**src/cube_symmetry_point_and_face_transform_macros.svh**
```systemverilog
// Assertion macros for the cube symmetry transform block.
// Included by the RTL files that carry concurrent assertions; expects clk and rst in scope.
`ifndef CUBE_SYMMETRY_POINT_AND_FACE_TRANSFORM_MACROS_SVH
`define CUBE_SYMMETRY_POINT_AND_FACE_TRANSFORM_MACROS_SVH

// Same-cycle implication, checked out of reset.
`define CSPT_ASSERT_NOW(lbl, ante, cons, msg) \
  lbl: assert property (@(posedge clk) disable iff (rst) (ante) |-> (cons)) else $error(msg);

// Next-cycle implication, checked out of reset.
`define CSPT_ASSERT_NEXT(lbl, ante, cons, msg) \
  lbl: assert property (@(posedge clk) disable iff (rst) (ante) |=> (cons)) else $error(msg);

`endif

```
**src/cspt_pkg.sv**
```systemverilog
// Shared constants and lookup tables for the cube symmetry transform.
// No dependencies; used by cspt_xform, the top level and the testbench.
package cspt_pkg;

  localparam int COORD_BITS_DEF = 10;
  localparam int NUM_ROT        = 24;
  localparam int NUM_FACES      = 6;
  localparam int ROT_BITS       = 5;
  localparam int FACE_BITS      = 3;

  // Swizzle entry: bits [1:0] pick the source axis, bit 2 takes extent - value.
  typedef logic [2:0] swz_t;
  typedef logic [FACE_BITS-1:0] face_t;

  localparam swz_t SWIZZLE [0:NUM_ROT-1][0:2] = '{
    '{3'd0, 3'd1, 3'd2},
    '{3'd0, 3'd6, 3'd1},
    '{3'd0, 3'd5, 3'd6},
    '{3'd0, 3'd2, 3'd5},
    '{3'd2, 3'd1, 3'd4},
    '{3'd4, 3'd1, 3'd6},
    '{3'd6, 3'd1, 3'd0},
    '{3'd5, 3'd0, 3'd2},
    '{3'd4, 3'd5, 3'd2},
    '{3'd1, 3'd4, 3'd2},
    '{3'd4, 3'd2, 3'd1},
    '{3'd4, 3'd6, 3'd5},
    '{3'd2, 3'd5, 3'd0},
    '{3'd6, 3'd5, 3'd4},
    '{3'd1, 3'd0, 3'd6},
    '{3'd5, 3'd4, 3'd6},
    '{3'd1, 3'd2, 3'd0},
    '{3'd2, 3'd0, 3'd1},
    '{3'd2, 3'd4, 3'd5},
    '{3'd5, 3'd6, 3'd0},
    '{3'd6, 3'd4, 3'd1},
    '{3'd5, 3'd2, 3'd4},
    '{3'd1, 3'd6, 3'd4},
    '{3'd6, 3'd0, 3'd5}
  };

  // Face direction after rotation, indexed [face][rotation].
  localparam face_t FACE_MAP [0:NUM_FACES-1][0:NUM_ROT-1] = '{
    '{3'd0,3'd0,3'd0,3'd0,3'd5,3'd1,3'd4,3'd2,3'd1,3'd3,3'd1,3'd1,
      3'd4,3'd5,3'd2,3'd3,3'd4,3'd2,3'd3,3'd4,3'd3,3'd5,3'd5,3'd2},
    '{3'd1,3'd1,3'd1,3'd1,3'd4,3'd0,3'd5,3'd3,3'd0,3'd2,3'd0,3'd0,
      3'd5,3'd4,3'd3,3'd2,3'd5,3'd3,3'd2,3'd5,3'd2,3'd4,3'd4,3'd3},
    '{3'd2,3'd4,3'd3,3'd5,3'd2,3'd2,3'd2,3'd1,3'd3,3'd0,3'd4,3'd5,
      3'd3,3'd3,3'd0,3'd1,3'd0,3'd4,3'd5,3'd1,3'd4,3'd1,3'd0,3'd5},
    '{3'd3,3'd5,3'd2,3'd4,3'd3,3'd3,3'd3,3'd0,3'd2,3'd1,3'd5,3'd4,
      3'd2,3'd2,3'd1,3'd0,3'd1,3'd5,3'd4,3'd0,3'd5,3'd0,3'd1,3'd4},
    '{3'd4,3'd3,3'd5,3'd2,3'd0,3'd5,3'd1,3'd4,3'd4,3'd4,3'd2,3'd3,
      3'd0,3'd1,3'd5,3'd5,3'd2,3'd0,3'd0,3'd3,3'd1,3'd2,3'd3,3'd1},
    '{3'd5,3'd2,3'd4,3'd3,3'd1,3'd4,3'd0,3'd5,3'd5,3'd5,3'd3,3'd2,
      3'd1,3'd0,3'd4,3'd4,3'd3,3'd1,3'd1,3'd2,3'd0,3'd3,3'd2,3'd0}
  };

endpackage

```
**src/cspt_xform.sv**
```systemverilog
// Combinational symmetry transform of one point and one face direction.
// Depends on cspt_pkg for the swizzle and face tables.
module cspt_xform #(
  parameter int COORD_BITS = cspt_pkg::COORD_BITS_DEF
) (
  input  logic [COORD_BITS-1:0]          pos_x,
  input  logic [COORD_BITS-1:0]          pos_y,
  input  logic [COORD_BITS-1:0]          pos_z,
  input  logic [COORD_BITS-1:0]          extent_x,
  input  logic [COORD_BITS-1:0]          extent_y,
  input  logic [COORD_BITS-1:0]          extent_z,
  input  logic                           invert_flag,
  input  logic [cspt_pkg::ROT_BITS-1:0]  rotation_code,
  input  logic [cspt_pkg::FACE_BITS-1:0] face_dir,
  output logic [COORD_BITS-1:0]          new_x,
  output logic [COORD_BITS-1:0]          new_y,
  output logic [COORD_BITS-1:0]          new_z,
  output logic [cspt_pkg::FACE_BITS-1:0] new_face,
  output logic                           out_of_range
);

  logic [COORD_BITS-1:0] pos [0:2];
  logic [COORD_BITS-1:0] ext [0:2];
  logic [COORD_BITS-1:0] p   [0:2];
  logic [COORD_BITS-1:0] q   [0:2];
  logic [COORD_BITS-1:0] r   [0:2];
  logic                  rot_ok;
  cspt_pkg::face_t       face_inv;

  assign pos[0] = pos_x;
  assign pos[1] = pos_y;
  assign pos[2] = pos_z;
  assign ext[0] = extent_x;
  assign ext[1] = extent_y;
  assign ext[2] = extent_z;

  assign rot_ok = rotation_code < cspt_pkg::ROT_BITS'(cspt_pkg::NUM_ROT);

  assign out_of_range = (pos_x > extent_x) || (pos_y > extent_y) || (pos_z > extent_z);

  // Inversion, then the reflected copy of every component.
  always_comb begin
    for (int i = 0; i < 3; i++) begin
      p[i] = invert_flag ? (ext[i] - pos[i]) : pos[i];
      q[i] = ext[i] - p[i];
    end
  end

  always_comb begin
    cspt_pkg::swz_t s;
    logic [1:0]     src;
    for (int i = 0; i < 3; i++) begin
      s    = cspt_pkg::SWIZZLE[rotation_code][i];
      src  = (s[1:0] == 2'd3) ? 2'd2 : s[1:0];
      r[i] = p[i];
      if (rot_ok) begin
        r[i] = s[2] ? q[src] : p[src];
      end
    end
  end

  assign new_x = r[0];
  assign new_y = r[1];
  assign new_z = r[2];

  // Inversion swaps a face with its opposite: the low code bit marks Min/Max.
  assign face_inv = invert_flag ? (face_dir ^ cspt_pkg::FACE_BITS'(1)) : face_dir;

  always_comb begin
    new_face = face_dir;
    if (face_dir < cspt_pkg::FACE_BITS'(cspt_pkg::NUM_FACES)) begin
      new_face = rot_ok ? cspt_pkg::FACE_MAP[face_inv][rotation_code] : face_inv;
    end
  end

endmodule

```
**src/cube_symmetry_point_and_face_transform.sv**
```systemverilog
// Top level of the cube symmetry transform: input register, transform, result register.
// Depends on cspt_pkg, cspt_xform and the assertion macro header.
//
//   Channel   Direction  Handshake           Payload
//   s_*       in         s_tvalid/s_tready   point, extent, inversion, rotation, face
//   m_*       out        m_tvalid/m_tready   transformed point, face, out-of-range flag
//
// Each item is held in the input register and then moves to the result register,
// once that register can load, and its result is offered from there.
// One item is accepted per cycle while the output side keeps taking results.
// Reset (rst, synchronous, active high) empties both registers; no clearing pass.
// When the output stalls, the result register holds and the input register still
// takes one more item, so the input side sees ready drop only when both are full.

`include "cube_symmetry_point_and_face_transform_macros.svh"

module cube_symmetry_point_and_face_transform #(
  parameter int COORD_BITS = cspt_pkg::COORD_BITS_DEF,
  localparam int IN_BITS   = 6 * COORD_BITS + 1 + cspt_pkg::ROT_BITS + cspt_pkg::FACE_BITS,
  localparam int IN_W      = ((IN_BITS + 7) / 8) * 8,
  localparam int OUT_BITS  = 3 * COORD_BITS + cspt_pkg::FACE_BITS + 1,
  localparam int OUT_W     = ((OUT_BITS + 7) / 8) * 8
) (
  input  logic             clk,
  input  logic             rst,
  input  logic             s_tvalid,
  output logic             s_tready,
  // Fields from bit 0: pos_x, pos_y, pos_z, extent_x, extent_y, extent_z,
  // invert_flag, rotation_code, face_dir, zero fill.
  input  logic [IN_W-1:0]  s_tdata,
  output logic             m_tvalid,
  input  logic             m_tready,
  // Fields from bit 0: new_x, new_y, new_z, new_face, out_of_range, zero fill.
  output logic [OUT_W-1:0] m_tdata
);

  localparam int CB = COORD_BITS;

  // Input register: valid flag plus the packed item.
  logic               in_valid;
  logic [IN_BITS-1:0] in_item;
  // Result register.
  logic                           out_valid;
  logic [CB-1:0]                  res_x;
  logic [CB-1:0]                  res_y;
  logic [CB-1:0]                  res_z;
  logic [cspt_pkg::FACE_BITS-1:0] res_face;
  logic                           res_oor;

  logic                           advance;
  logic                           s_acc;
  logic [CB-1:0]                  c_x;
  logic [CB-1:0]                  c_y;
  logic [CB-1:0]                  c_z;
  logic [cspt_pkg::FACE_BITS-1:0] c_face;
  logic                           c_oor;

  // The result register can load when it is empty or being drained this cycle.
  assign advance  = !out_valid || m_tready;
  assign s_tready = !in_valid || advance;
  assign s_acc    = s_tvalid && s_tready;

  always_ff @(posedge clk) begin
    if (rst) begin
      in_valid  <= 1'b0;
      out_valid <= 1'b0;
    end else begin
      if (s_tready) begin
        in_valid <= s_tvalid;
      end
      if (advance) begin
        out_valid <= in_valid;
      end
    end
  end

  always_ff @(posedge clk) begin
    if (s_acc) begin
      in_item <= s_tdata[IN_BITS-1:0];
    end
    if (advance && in_valid) begin
      res_x    <= c_x;
      res_y    <= c_y;
      res_z    <= c_z;
      res_face <= c_face;
      res_oor  <= c_oor;
    end
  end

  cspt_xform #(
    .COORD_BITS(COORD_BITS)
  ) u_xform (
    .pos_x        (in_item[0*CB +: CB]),
    .pos_y        (in_item[1*CB +: CB]),
    .pos_z        (in_item[2*CB +: CB]),
    .extent_x     (in_item[3*CB +: CB]),
    .extent_y     (in_item[4*CB +: CB]),
    .extent_z     (in_item[5*CB +: CB]),
    .invert_flag  (in_item[6*CB]),
    .rotation_code(in_item[6*CB+1 +: cspt_pkg::ROT_BITS]),
    .face_dir     (in_item[6*CB+1+cspt_pkg::ROT_BITS +: cspt_pkg::FACE_BITS]),
    .new_x        (c_x),
    .new_y        (c_y),
    .new_z        (c_z),
    .new_face     (c_face),
    .out_of_range (c_oor)
  );

  assign m_tvalid = out_valid;

  always_comb begin
    m_tdata                 = '0;
    m_tdata[OUT_BITS-1:0]   = {res_oor, res_face, res_z, res_y, res_x};
  end

  // An empty input register must always be able to take an item.
  `CSPT_ASSERT_NOW(a_empty_ready, !in_valid, s_tready, "input register empty but not ready")
  // An accepted item occupies the input register in the next cycle.
  `CSPT_ASSERT_NEXT(a_acc_loads, s_acc, in_valid, "accepted item not held")
  // A held item that moves on shows up as a result in the next cycle.
  `CSPT_ASSERT_NEXT(a_move_out, in_valid && advance, out_valid, "item lost between stages")
  // A valid face never maps to an invalid code.
  `CSPT_ASSERT_NOW(a_face_ok,
    in_valid && (in_item[6*CB+1+cspt_pkg::ROT_BITS +: cspt_pkg::FACE_BITS] <
                 cspt_pkg::FACE_BITS'(cspt_pkg::NUM_FACES)),
    c_face < cspt_pkg::FACE_BITS'(cspt_pkg::NUM_FACES), "face mapped out of range")

endmodule

```
**config.mk**
```make
export PLATFORM = sky130hd
export DESIGN_NAME = cube_symmetry_point_and_face_transform
export DESIGN_NICKNAME = d
export VERILOG_FILES = /design/src/cspt_pkg.sv /design/src/cspt_xform.sv /design/src/cube_symmetry_point_and_face_transform.sv
export VERILOG_INCLUDE_DIRS = /design/src /design/src/src
export SDC_FILE = /design/constraint.sdc
export NUM_CORES = 1
export LEC_CHECK = 0
export BUFFER_PORTS_ARGS = -buffer_cell sky130_fd_sc_hd__buf_2
export CAP_MARGIN = 20
export CORE_MARGIN = 2
export CORE_UTILIZATION = 59
export CTS_BUF_LIST = sky130_fd_sc_hd__clkbuf_16
export DETAILED_ROUTE_END_ITERATION = 12
export PLACE_DENSITY = 0.84
export SKIP_CTS_REPAIR_TIMING = 1
export SLEW_MARGIN = 30
export SYNTH_ARGS = -nofsm -noshare
export SYNTH_HDL_FRONTEND = slang
export SYNTH_SLANG_ARGS = --single-unit
```
**constraint.sdc**
```tcl
create_clock -name clk -period 4.6 [get_ports clk]
set_clock_uncertainty 0.1 [all_clocks]
set_input_delay 0.69 -clock clk [delete_from_list [all_inputs] [get_ports clk]]
set_output_delay 0.69 -clock clk [all_outputs]
set_load 0.02 [all_outputs]
```
# == Word level (Yosys, flattened, before mapping) ==
# Memory sizes are Yosys's and may differ from the RTL's.
# Index checks and enable logic that the tools add are counted.
# word_totals
register_bits,105
latchBits,0
mem_bits_rw,0
mem_bits_ro,864
inputBits,76
out_inout_bits,42
mem_count,2
# mem_list
memory,depth,width,rd,rd_clocked_by_memory_dff,write_ports,line_no,text
(no name shown),8,72,1,0,0,cspt_xform.sv:72,new_face = rot_ok ? cspt_pkg::FACE_MAP[face_inv][rotation_code] : face_inv;
(no name shown),32,9,1,0,0,cspt_xform.sv:53,s = cspt_pkg::SWIZZLE[rotation_code][i];
# op_classes
addsub,6
n_mul,0
div,0
order_cmp,10
n_eq_ne,3
shifts,0
muxes,40
bitwise_logic,6
n_reduce_logical,8
# op_table
op,n
10-bit two-way mux,21
72-bit two-way mux,2
10-bit binary-select mux with 2-bit select,6
10-bit subtractor,6
10-bit > comparator,3
9-bit two-way mux,2
3-bit binary-select mux with 5-bit select,1
3-bit two-way mux,4
"3-bit >= comparator, second input constant",3
2-bit NOT with 3-bit output,3
"2-bit equality test, second input constant",3
"6-bit >= comparator, second input constant",1
2-bit two-way mux,3
5-bit NOT with 6-bit output,1
"5-bit < comparator, second input constant",1
"4-bit >= comparator, second input constant",1
1-bit logical OR,4
3-bit NOT with 4-bit output,1
"3-bit < comparator, second input constant",1
1-bit logical AND,2
1-bit logical NOT,2
1-bit two-way mux,1
1-bit NOT,1

# == Depth between registers and ports, before layout ==
# logic_depth
ltp_word,12
ltp_mapped,20
ltp_nobuf,19

# == Hierarchy ==
# From an unflattened synthesis, not the netlist that was laid out.
# unflattened
cells_unflattened,1004
area_unflattened_um2,9122.5
# by_module_without_submodules
mod,instances,cells_each,area_each_um2,seq_area_each_um2
cspt_xform,1,883,5869.4,0.0
cube_symmetry_point_and_face_transform,1,121,3253.1,3133.0

# == Worst setup path before layout ==
# Ideal clock, no wire load.
# synth_path
path_kind,reg-to-reg
startpoint,reg in_item[60]
endpoint,"reg res_y[8], data pin"
setup_ns,0.255
t_arrival_ns,3.737
t_required_ns,4.245
path_slack_ns,0.508
stages_incl_launch_ff,18
n_path_buf,3
synth_period_minus_slack_ns,4.092
cell_sequence,edfxtp_1 > buf_4 > inv_2 > clkbuf_1 > buf_1 > nor2_1 > a21oi_1 > ha_1 > nor2b_1 > o21a_1 > o21ai_0 > nand2b_1 > maj3_2 > maj3_2 > maj3_2 > xnor2_2 > o211ai_1 > a31o_1
# synth_via
elab_chain_len,7
elab_cells_between_ends,14
# synth_rtl
element,line_no,text
start: declaration,cube_symmetry_point_and_face_transform.sv:41,logic [IN_BITS-1:0] in_item;
start signal: assignment,cube_symmetry_point_and_face_transform.sv:79,in_item <= s_tdata[IN_BITS-1:0];
10-bit two-way mux,cspt_xform.sv:44,p[i] = invert_flag ? (ext[i] - pos[i]) : pos[i];
10-bit subtractor,cspt_xform.sv:45,q[i] = ext[i] - p[i];
10-bit binary-select mux with 2-bit select,cspt_xform.sv:57,r[i] = s[2] ? q[src] : p[src];
10-bit two-way mux (not written as such) (2 in series),cspt_xform.sv:57,
10-bit two-way mux,cspt_xform.sv:57,
10-bit two-way mux (*),cspt_xform.sv:56,if (rot_ok) begin
via c_y[8],cube_symmetry_point_and_face_transform.sv:53,logic [CB-1:0] c_y;
end signal: assignment,cube_symmetry_point_and_face_transform.sv:83,res_y <= c_y;
end: declaration,cube_symmetry_point_and_face_transform.sv:45,logic [CB-1:0] res_y;
# Mark *: on every way through the listed nets, which the timed path passes. The rest lies on a longest branch. The select of a mux whose other input is x is not followed.
# A chain may end at the register's enable or synchronous reset.

# == Worst setup path in the final report ==
# layout_path
startpoint,reg in_item[40]
endpoint,"reg res_y[8], data pin"
# layout_via
elab_chain_len,8
elab_cells_between_ends,11
# layout_rtl
element,line_no
10-bit subtractor,cspt_xform.sv:44
10-bit two-way mux,cspt_xform.sv:44
10-bit subtractor,cspt_xform.sv:45
10-bit binary-select mux with 2-bit select,cspt_xform.sv:57
10-bit two-way mux (not written as such) (2 in series),cspt_xform.sv:57
10-bit two-way mux,cspt_xform.sv:57
10-bit two-way mux (*),cspt_xform.sv:56
via c_y[8],cube_symmetry_point_and_face_transform.sv:53
# Marks and branches as above.

==> impl_metrics.ini <==
[status]
outcome = complete, no violations

[global_routing]
grt_util_all_layers_pct = 29.63
use_met3_pct = 5.734
grt_max_degree = 70
grtUsageMet2_pct = 50.16
gr-total-overflow = 0
grt_first_pass_wirelength_um = 37480
antenna_found_initial = 1
grt_use_met1_pct = 37.60
grt_pass1_vias = 7485
gr-max-usage-layer = met2

[synth]
synth_ff_type = edfxtp_1
synth_compound_area_share_pct = 27.02
async_reset_ff_share_pct = 0
synth-seq-cells = 105
yosysSeqAreaShare_pct = 36.07
synth.area.mux_share_pct = 2.651
yosys_warnings = 0
yosysUniqueCellTypes = 91
yosys.area_share.xor_xnor_pct = 5.517
synthAdderAreaFrac_pct = 10.26
syn-cell-area_sq_mm = 0.008686
synth-simple-area-share_pct = 13.48
avgSynthCellArea_sq_um = 9.221
synth_top_family_by_area = compound AO/OA/AOI/OAI gates
synth_cells = 942
synth_edf_count = 103

[die]
die_area_sq_mm = 0.01571
fp.dieW_um = 125.3
core_area_sq_mm = 0.01448
die_h_um = 125.3
initial_core_util_pct = 59.99
ioPinCount = 118
rows = 44

[setup_path]
critical_path_class = reg -> reg
rr_worst_depth = 18
timing.rr.end = res_y[8]
reg2reg_from = in_item[40]
endpoint_kind = register
crit_path_end = res_y[8]
crit_required_ps = 4620
crit_top_cell = maj3_2
cp_slowest_cell = fa_1
critPathMaxStageDelay_ps = 440
cp-start-kind = register
cp-startpoint = in_item[40]
worst-path-max-fanout = 4
cp_data_arrival_time_ps = 4390
worstPathCellList = inv_1, ha_1, inv_1, fa_1, xnor2_1, nor2_1, a21oi_1, ha_1, nor2b_1, o21a_1, o21ai_0, nand2b_1, maj3_2, maj3_2, maj3_2, xnor2_2, o211ai_1, a31o_1
r2r_slack_ps = 230

[pwr]
clkPwrFrac_pct = 24.8
irDropWorstVdd_mv = 0.2644
swShare_pct = 36.26
power_switching_mw = 1.231
power_mw = 3.394
cellPowerDensity_mw_per_mm2 = 341.7
internal-power_mw = 2.163
comb_power_share_pct = 40.0
p_leak_nw = 4.003
p_seq_share_pct = 35.3

[clocking]
htree_levels = 3
cts_tree = yes
cts.clk_slew.worst_paths_ps = 70
root_buffer = clkbuf_16
clock_path_buffers = 2
numCtsBuffers = 9
clock_latency_ps = 360
clock-sinks = 105

[min_path]
hold_path_class = in -> reg

[timing]
hold-worst-slack_ps = 394.9
rsz0062_at_grt = no
period_needed_ps = 4371
setup_viol = 0
fmax_ghz = 0.2288
setup_ws_ps = 228.9
worst_pin_slew_ps = 980.4
slew_headroom_pct = 34.40
drv_slew = 0
tns_ps = 0
timing.final.crit_share_pct = 95.02
finalHoldViolations = 0

[placement]
finalWeightedCongestion = 0.9662
place_ws_ps = 119.4
post-dp-hpwl_um = 17290
portBuffers = 108

[drt]
drt_iter0_drc = 916
avgViaCountPerCell = 6.517
wire_per_inst_um = 19.14
vias = 8114
drcViolationCount = 0
routed_wl_um = 23830
ant_nets = 0
dr.pass1.iters = 7

[cells_and_area]
fin_nets = 1196
multi_input_area_sq_mm = 0.005199
fillers = 1160
layout_commonest_cell = buf_2
final_cell_mix = 108 x buf_2, 103 x edfxtp_1, 85 x a21oi_1
diodes = 0
drive_gt1_share_pct = 19.42
area_delta_synth_final_pct = 14.35
regArea_sq_mm = 0.003133

[run]
max-cap-violations = 0
==> critical path: cells and delay by family (launching register included) <==
kind,cells,cell delay (ps)
AOI/OAI and AO/OA,5,880
xor gates and xnor gates,2,420
adders and majority gates,6,1900
buffers and inverters,2,150
DFF,1,360
and+or+nand+nor,3,300
==> stage by stage <==
step	util [%]	instance area (sq um)	instances
after floorplan	-	8705	947
after CTS	68.12	9863	1243
after global placement	65.90	9542	1227
final	68.60	9932	1245
after global routing	68.60	9932	1245
after detailed placement	65.93	9545	1227
==> layout make-up <==
| class | instances | share of cell area (%) |
|---|---|---|
| clock buffer | 9 | 2.268 |
| tap | 184 | 2.318 |
| sequential | 105 | 31.54 |
| inverter | 55 | 2.079 |
| timing repair buffer | 146 | 8.516 |
| clock inverter | 7 | 0.9322 |
| multi-input combinational | 739 | 52.34 |
==> worst min path at each step <==
stage	to	depth (start not counted)	startpoint	slack (ps)
after floorplan	m_tvalid	2	in_valid	380
after global routing	in_item[7]	1	s_tdata[7]	390
after detailed placement	m_tvalid	2	in_valid	430
after global placement	m_tvalid	2	in_valid	410
final	in_item[56]	1	s_tdata[56]	390
after CTS	m_tvalid	2	rst	390
==> cells by family after synthesis <==
| family | count (synthesis) |
|---|---|
| fa+ha+maj | 68 |
| xor+xnor | 53 |
| flops | 105 |
| simple gates | 247 |
| other cells | 1 |
| compound gates | 344 |
| buf+inv | 103 |
| mux | 21 |
==> registers in the layout (all words and copies together), names as in the netlist <==
name	count
in_item	69
in_valid	1
m_tvalid	1
res_face	3
res_oor	1
res_x	10
res_y	10
res_z	10
==> power groups by stage <==
stage	clock, mW	sequential (mW)	combinational [mW]
3_5_place_dp	0	1.22	1.30
2_1_floorplan	0	1.23	0.919
5_1_grt	0.882	1.20	1.46
3_3_place_gp	0	1.22	1.27
4_1_cts	0.844	1.20	1.31
6_report	0.840	1.20	1.36
==> cells in the mapped netlist, types with 4 or more instances <==
cell type / n / area [sq um]
nand2_1: 76 / 285.3
edfxtp_1: 103 / 3093
nand3_1: 12 / 60.06
o21a_1: 11 / 82.58
fa_1: 6 / 120.1
a31oi_1: 10 / 62.56
xnor2_1: 40 / 350.3
nor3_1: 18 / 90.09
a22oi_1: 9 / 67.56
xor2_1: 11 / 96.34
maj3_2: 4 / 45.04
nand2b_1: 13 / 81.33
a211o_1: 6 / 52.55
o21ai_0: 60 / 300.3
buf_1: 6 / 22.52
or3_1: 4 / 25.02
clkbuf_1: 30 / 112.6
o221ai_1: 15 / 131.4
o22ai_1: 24 / 150.1
a211oi_1: 25 / 187.7
nor2b_1: 17 / 106.4
mux2i_1: 17 / 170.2
o211ai_1: 14 / 105.1
nor4_1: 4 / 25.02
ha_1: 58 / 725.7
a311oi_1: 5 / 43.79
buf_4: 9 / 67.56
a21oi_1: 87 / 435.4
o31ai_1: 8 / 60.06
inv_1: 52 / 195.2
and2_1: 6 / 37.54
nor2_1: 78 / 292.8
a21o_1: 15 / 112.6
==> per-layer routing <==
layer  up-vias  share of wire [%]
met5         -              0.055
met4         2                4.0
met3        95                8.1
met2       443                 48
met1      3788                 39
li1       3786                  -
Note: power is estimated with default switching activity, not from simulation.
